$ cat src/hdl/rbox_pkg.sv
`default_nettype none
package rbox_pkg;
    localparam int COORD_WIDTH = 32;
    localparam int T_WIDTH     = 32;
    localparam int DIFF_WIDTH  = COORD_WIDTH + 1;
    // The quotient is saturated at 2^32, so it needs 33 bits.
    localparam int Q_WIDTH     = 33;
    // One restoring step per numerator bit plus 16 fraction bits.
    localparam int DIV_STEPS   = DIFF_WIDTH + 16;
    localparam int FACE_WIDTH  = 3;
    localparam int CFG_IDX_W   = 3;

    typedef enum logic [CFG_IDX_W-1:0] {
        REG_LOW_X  = 3'd0,
        REG_LOW_Y  = 3'd1,
        REG_LOW_Z  = 3'd2,
        REG_HIGH_X = 3'd3,
        REG_HIGH_Y = 3'd4,
        REG_HIGH_Z = 3'd5
    } t_cfg_idx;

    typedef enum logic [FACE_WIDTH-1:0] {
        FACE_NX = 3'd0,
        FACE_NY = 3'd1,
        FACE_NZ = 3'd2,
        FACE_PX = 3'd3,
        FACE_PY = 3'd4,
        FACE_PZ = 3'd5
    } t_face;

    localparam logic signed [T_WIDTH-1:0] T_POS_MAX = {1'b0, {(T_WIDTH-1){1'b1}}};
    localparam logic signed [T_WIDTH-1:0] T_NEG_MAX = {1'b1, {(T_WIDTH-1){1'b0}}};

    // One division lane state as it moves through the divider stages.
    typedef struct packed {
        logic [DIFF_WIDTH-1:0] num;
        logic [COORD_WIDTH:0]  den;
        logic [DIFF_WIDTH:0]   rem;
        logic [Q_WIDTH-1:0]    quo;
        logic                  neg;
        logic                  zden;
        logic                  nzero;
    } t_div;
endpackage
`default_nettype wire

$ cat src/hdl/rbox_select.sv
`default_nettype none
// Final stage logic: saturate the quotients, pick entry and exit, decide the hit.
module rbox_select (
    input  rbox_pkg::t_div         i_lane [6],
    input  wire logic [2:0]        i_dneg,
    output logic                   o_hit,
    output logic [30:0]            o_hit_t,
    output logic [2:0]             o_hit_face
);
    import rbox_pkg::*;

    logic signed [T_WIDTH-1:0] t [6];
    logic signed [T_WIDTH-1:0] tin, tout, tsel;
    logic [2:0] fin, fout;

    always_comb begin
        for (int l = 0; l < 6; l++) begin
            if (i_lane[l].zden) begin
                if (i_lane[l].nzero)   t[l] = '0;
                else if (i_lane[l].neg) t[l] = T_NEG_MAX;
                else                    t[l] = T_POS_MAX;
            end else if (i_lane[l].neg) begin
                if (i_lane[l].quo >= {1'b0, 1'b1, {(Q_WIDTH-2){1'b0}}})
                    t[l] = T_NEG_MAX;
                else
                    t[l] = -$signed({1'b0, i_lane[l].quo[T_WIDTH-2:0]});
            end else begin
                if (i_lane[l].quo > {2'b00, {(Q_WIDTH-2){1'b1}}})
                    t[l] = T_POS_MAX;
                else
                    t[l] = $signed({1'b0, i_lane[l].quo[T_WIDTH-2:0]});
            end
        end
        // Lanes 0..2 are entry t per axis, lanes 3..5 exit t.
        if (t[0] > t[1]) begin
            tin = t[0]; fin = i_dneg[0] ? FACE_PX : FACE_NX;
        end else begin
            tin = t[1]; fin = i_dneg[1] ? FACE_PY : FACE_NY;
        end
        if (t[2] > tin) begin
            tin = t[2]; fin = i_dneg[2] ? FACE_PZ : FACE_NZ;
        end
        if (t[3] < t[4]) begin
            tout = t[3]; fout = i_dneg[0] ? FACE_NX : FACE_PX;
        end else begin
            tout = t[4]; fout = i_dneg[1] ? FACE_NY : FACE_PY;
        end
        if (t[5] < tout) begin
            tout = t[5]; fout = i_dneg[2] ? FACE_NZ : FACE_PZ;
        end
        tsel = (tin > 0) ? tin : tout;
        o_hit = (tin < tout) && (tout > 0);
        o_hit_t    = o_hit ? tsel[30:0] : '0;
        o_hit_face = o_hit ? ((tin > 0) ? fin : fout) : '0;
    end
endmodule
`default_nettype wire

$ cat config.mk
export PLATFORM = sky130hd
export DESIGN_NAME = rbox_select
export DESIGN_NICKNAME = d
export VERILOG_FILES = /design/src/hdl/rbox_pkg.sv /design/src/hdl/rbox_select.sv
export SDC_FILE = /design/constraint.sdc
export NUM_CORES = 1
export LEC_CHECK = 0
export ABC_AREA = 1
export BUFFER_PORTS_ARGS = -buffer_cell sky130_fd_sc_hd__buf_2
export CAP_MARGIN = 20
export CORE_AREA = 8 8 328 330
export DETAILED_ROUTE_END_ITERATION = 10
export DIE_AREA = 0 0 336 338
export MAX_ROUTING_LAYER = met4
export SETUP_SLACK_MARGIN = 0.5
export SYNTH_ARGS = -nofsm -noshare
export SYNTH_HDL_FRONTEND = slang
export SYNTH_SLANG_ARGS = --single-unit
$ cat constraint.sdc
create_clock -name vclk -period 13.7
set_input_delay 2.74 -clock vclk [all_inputs]
set_output_delay 2.74 -clock vclk [all_outputs]
set_load 0.02 [all_outputs]
# Yosys cells after proc, flatten, opt, wreduce, memory -nomap -nowiden
# Index checks and enable logic that the tools add are counted.
# totals
inputBits	819
elab_cells	80
ff_bits	0
out_inout_bits	35
# op_classes
n_addsub	6
order_cmp	19
n_reduce_logical	1
muxes	54
# ops
cell	n
2-to-1 mux 32 bit	34
2-to-1 mux 31 bit	8
greater-or-equal comparator 33 x 32 -> 1 bit (second input constant)	6
> comparator 33 x 31 -> 1 bit (second input constant)	6
negation 31 -> 32 bit	6
less-than comparator 32 bit	3
> comparator 32 x 1 -> 1 bit (second input constant)	2
> comparator 32 bit	2
2-to-1 mux 3 bit	10
2-to-1 mux 2 bit	2
logical AND 1 bit	1

# Depth between registers and ports, before layout
# depth
word_depth	11
depth_mapped	75
ltp_nobuf	72

# Worst setup path before layout
# Ideal clock, no wire load.
# synth_path
path_type	input -> output
from	input port i_lane[683] in the netlist's numbering
to	output port o_hit_face[0]
cell_stages	60
n_path_buf	6
path_slack_ns	-0.047
arrival_time_ns	11.007
cell_sequence	inv_1 > ha_1 > inv_1 > nor2_2 > nand3_1 > nor2_1 > nand2_1 > nor3_1 > nand3_1 > nor2_1 > nand2_1 > nor3_1 > nand2_1 > nor2_1 > nand2_1 > inv_2 > nand2_1 > nor2_1 > (+24 left out) > nand2_1 > xnor2_1 > nand2_1 > clkinv_1 > clkbuf_1 > clkbuf_1 > o21ai_0 > ha_1 > a21oi_1 > nor2_1 > a211oi_1 > o221ai_1 > a21oi_1 > nand3_1 > nand2_1 > nand2_4 > buf_12 > nor2_2
# synth_via
elab_chain_len	11
elab_cells_between_ends	18
# synth_lines
element	line_no	source
start, declared	rbox_select.sv:4	input rbox_pkg::t_div i_lane [6],
negation 31 -> 32 bit, or another cell as far along	rbox_select.sv:26	t[l] = -$signed({1'b0, i_lane[l].quo[T_WIDTH-2:0]});
2-to-1 mux 32 bit or 2-to-1 mux 31 bit (tied branches)	rbox_select.sv:23, rbox_select.sv:28	
2-to-1 mux 32 bit (*)	rbox_select.sv:22	end else if (i_lane[l].neg) begin
2-to-1 mux 32 bit (*)	rbox_select.sv:18	if (i_lane[l].zden) begin
> comparator 32 bit	rbox_select.sv:35	if (t[0] > t[1]) begin
2-to-1 mux 32 bit	rbox_select.sv:35	
> comparator 32 bit	rbox_select.sv:40	if (t[2] > tin) begin
2-to-1 mux 32 bit	rbox_select.sv:40	
> comparator 32 x 1 -> 1 bit or less-than comparator 32 bit (tied branches)	rbox_select.sv:54, rbox_select.sv:52	
2-to-1 mux 3 bit or logical AND 1 bit (tied branches)	rbox_select.sv:54, rbox_select.sv:52	
2-to-1 mux 3 bit (*)	rbox_select.sv:54	o_hit_face = o_hit ? ((tin > 0) ? fin : fout) : '0;
end, declared	rbox_select.sv:8	output logic [2:0] o_hit_face
# Mark *: on every way between the ends. The rest lies on a longest branch, timed or not.

# Worst setup path in the final report
# layout_path
from	input port i_lane[684] in the netlist's numbering
to	output port o_hit_t[10]
# layout_via
elab_chain_len	11
elab_cells_between_ends	16
# layout_lines
element	line_no	source
negation 31 -> 32 bit, or another cell as far along	rbox_select.sv:26	
2-to-1 mux 32 bit or 2-to-1 mux 31 bit (tied branches)	rbox_select.sv:23, rbox_select.sv:28	
2-to-1 mux 32 bit (*)	rbox_select.sv:22	
2-to-1 mux 32 bit (*)	rbox_select.sv:18	
> comparator 32 bit	rbox_select.sv:35	
2-to-1 mux 32 bit (*)	rbox_select.sv:35	
> comparator 32 bit	rbox_select.sv:40	
2-to-1 mux 32 bit (*)	rbox_select.sv:40	
> comparator 32 x 1 -> 1 bit or less-than comparator 32 bit (tied branches)	rbox_select.sv:51, rbox_select.sv:52	
2-to-1 mux 31 bit or logical AND 1 bit (tied branches)	rbox_select.sv:51, rbox_select.sv:52	
2-to-1 mux 31 bit (*)	rbox_select.sv:53	o_hit_t = o_hit ? tsel[30:0] : '0;
end, declared	rbox_select.sv:7	output logic [30:0] o_hit_t,
# Marks and branches as above.

==> results.txt <==
----------------------------------------------------
[Power and ir drop]
  Pint ... 1420 uW
  Net load switching power ... 1800 uW
  Fraction of power consumed by sequential logic ... 0%
  Portion of total power attributed to the clock network ... 0%
  Cell leakage power ... 0.00964 uW
  VDD IR max ... 0.146 mV
  Power per Cell Area ... 151 mW/mm^2
  Gate power share ... 100.0%
  Fraction of power spent switching nets ... 56.0%

[Finish]
  Number of sequential cells ... 0
  Post-Route Utilization ... 20.8%
  Final net count ... 4110
  Register Area ... 0 um^2
  Clock buffer count in the final layout ... 0
  Layout overhead on the synthesized area ... 57.6%
  Share of layout cells above drive strength 1 ... 33.9%

[Worst setup path]
  CP top delay family ... simple AND/OR/NAND/NOR gates
  WP data required ... 10960 ps
  Critical path's slowest cell ... or3_4
  Critical path fanouts, max ... 8
  Logic depth of the worst setup path including buffers ... 65
  Critical Path AT ... 11570 ps
  Slowest cell delay on critical path ... 420 ps
  Kind of launch point of the worst setup path ... primary input
  Endpoint class of the critical path ... primary output
  Launch point of the worst path ... i_lane[684]
  Class of the most critical setup path ... primary input to primary output
  Crit path buf inv count ... 13
  Dominant cell type by count on the critical path ... nand2_2

[Routing]
  Starting DRC count in detailed routing ... 1474
  Vias after detailed routing ... 19.6k
  Average detailed-routed wire length per instance ... 15.9 um
  Sum of routed wire length over all layers ... 71800 um
  Antenna-violating nets left ... 0
  DRT Pass-1 Iters ... 5
  Vias per cell ... 4.35
  DRC violation count after routing ... 0

[STA]
  Final critical-path share of the clock period ... 104%
  Max-slew violation count ... 0
  Actual slew at the worst max-slew pin ... 946 ps
  Final TNS setup ... -18220 ps
  Number of failing setup endpoints in the final timing report ... 35
  Total count of hold-check failures in the final report ... 0
  Final Worst Setup Slack ... -613 ps
  Unrepaired setup endpoints after global routing ... yes
  Time the worst path needs with I/O delays and setup ... 14310 ps
  Max_slew headroom ... 36.6%
  Maximum frequency from static timing analysis ... 69.9 MHz

[GRT]
  Antenna violations before repair ... 17
  Grt ovf ... 0
  Maximum number of pins on one net before global-route repair ... 32
  First-pass GRT wire length ... 104000 um
  Via count of the first global-routing pass ... 18.1k
  Global Route Usage Sum ... 11.9%

[Job]
  Count of max-cap constraint violations ... 0

[Placement]
  Placer Congestion ... 0.949
  Placement-stage worst setup slack ... -952 ps
  Dpl hpwl ... 60000 um
  Port Buffer Count ... 254

[Synthesis]
  Number of warnings issued by yosys ... 0
  Fraction of synthesized cell area taken by the top area cell type ... 16.0%
  Mapped Nets ... 3491
  Netlist cell types ... 67
  Dominant cells by area after synthesis ... nand2_1 (16%), ha_1 (16%), o21ai_0 (11%)
  Synth area leader ... nand2_1
  Mean area per synthesized cell ... 5.42 um^2
  Gate Count Post-Synth ... 2503
  Synthesized area ... 0.0136 mm^2
  Sequential cell area fraction in the yosys report ... 0%

[Worst hold path]
  Hold path startpoint ... i_dneg[1]
  Worst hold path class ... primary input to primary output
  Worst Hold Path Cells ... 6

[Floorplanning]
  Die area ... 0.114 mm^2
  I/O pin total ... 854
  Area of the core ... 0.103 mm^2
  Y dimension of the die ... 338 um
  Initial core utilization ... 13.2%
  Number of placement rows ... 118
  Die width ... 336 um

[Status]
  Status ... finished with violations
  Violated checks ... negative setup slack

----------------------------------------------------
area by class of cell:
| cell class | count | area, um^2 |
|---|---|---|
| fillers | 11700 | 81200 |
| multi-input cells | 2100 | 13100 |
| repair buffers | 713 | 5380 |
| well taps | 1380 | 1730 |
| inverters | 307 | 1190 |
| diodes | 10 | 25.0 |
cells by family after synthesis:
family | share of synthesized area (%)
xor gates and xnor gates | 3.16
buffers and inverters | 12.6
adders and majority gates | 15.6
and+or+nand+nor | 38.7
AOI/OAI and AO/OA | 30.0
synthesized netlist by cell type (all sizes together) (8+ instances only):
master and number:
nand2 595, o221ai 26, clkinv 8, nand3 93
a22oi 8, o21ai 354, nor4 33, a211oi 18
clkbuf 74, o22ai 13, nand3b 8, nor2 295
xor2 42, buf 24, a21oi 241, or2 9
nor3 50, inv 299, o211ai 22, nand4 61
ha 169
per-stage QoR:
stage,hold WS (ps),cells,instance area [um^2],power (uW)
global placement,6150,4403,19000,2470
global route,6160,4510,21400,3470
finish,6100,4510,21400,3220
floorplan,5770,2503,13700,1410
detailed placement,6140,4403,19000,2490
CTS,6140,4458,20200,2910
path summary, 6_finish.rpt:
kind	to	slack, ps
worst min-delay path	o_hit_face[2]	6100
worst max-delay path	o_hit_t[10]	-610
per-layer routing:
metal  share of wire, %  routed length [um]  GRT usage (%)
met2                 44               31900           18.8
met1                 46               32800           16.2
met4                3.6                2570           2.99
met3                6.4                4590           1.13
met5                  0                   0              -
power by group through the flow:
stage	sequential, uW	clock [uW]	combinational (uW)
detailed placement	0	0	2490
floorplan	0	0	1410
global route	0	0.0000724	3470
finish	0	0.0000734	3220
global placement	0	0	2470
CTS	0	0	2910
placed cells by master (no fill, tap or decap), drive strengths merged, types with 4 or more instances in the layout:
cell type	n
o21a	5
o221ai	26
inv	299
a31oi	7
nor3b	4
nor2	295
nand3	93
nand2	597
o22ai	13
nor4	33
or2	9
clkinv	8
a211oi	18
xor2	42
a21oi	241
o21ai	354
o211ai	22
buf	709
nand3b	8
diode	10
ha	169
xnor2	7
nor3	50
nand4	61
a22oi	8
timing repair:
item                                    4_1_cts  5_1_grt
pin swaps                                    20      116
cloned                                        7        4
gates resized for setup                     200      229
endpoints found under the setup margin       35       35
buffers inserted                             48       38
hold buffers                                  0        0
No activity file was read; power rests on OpenSTA's default activity.
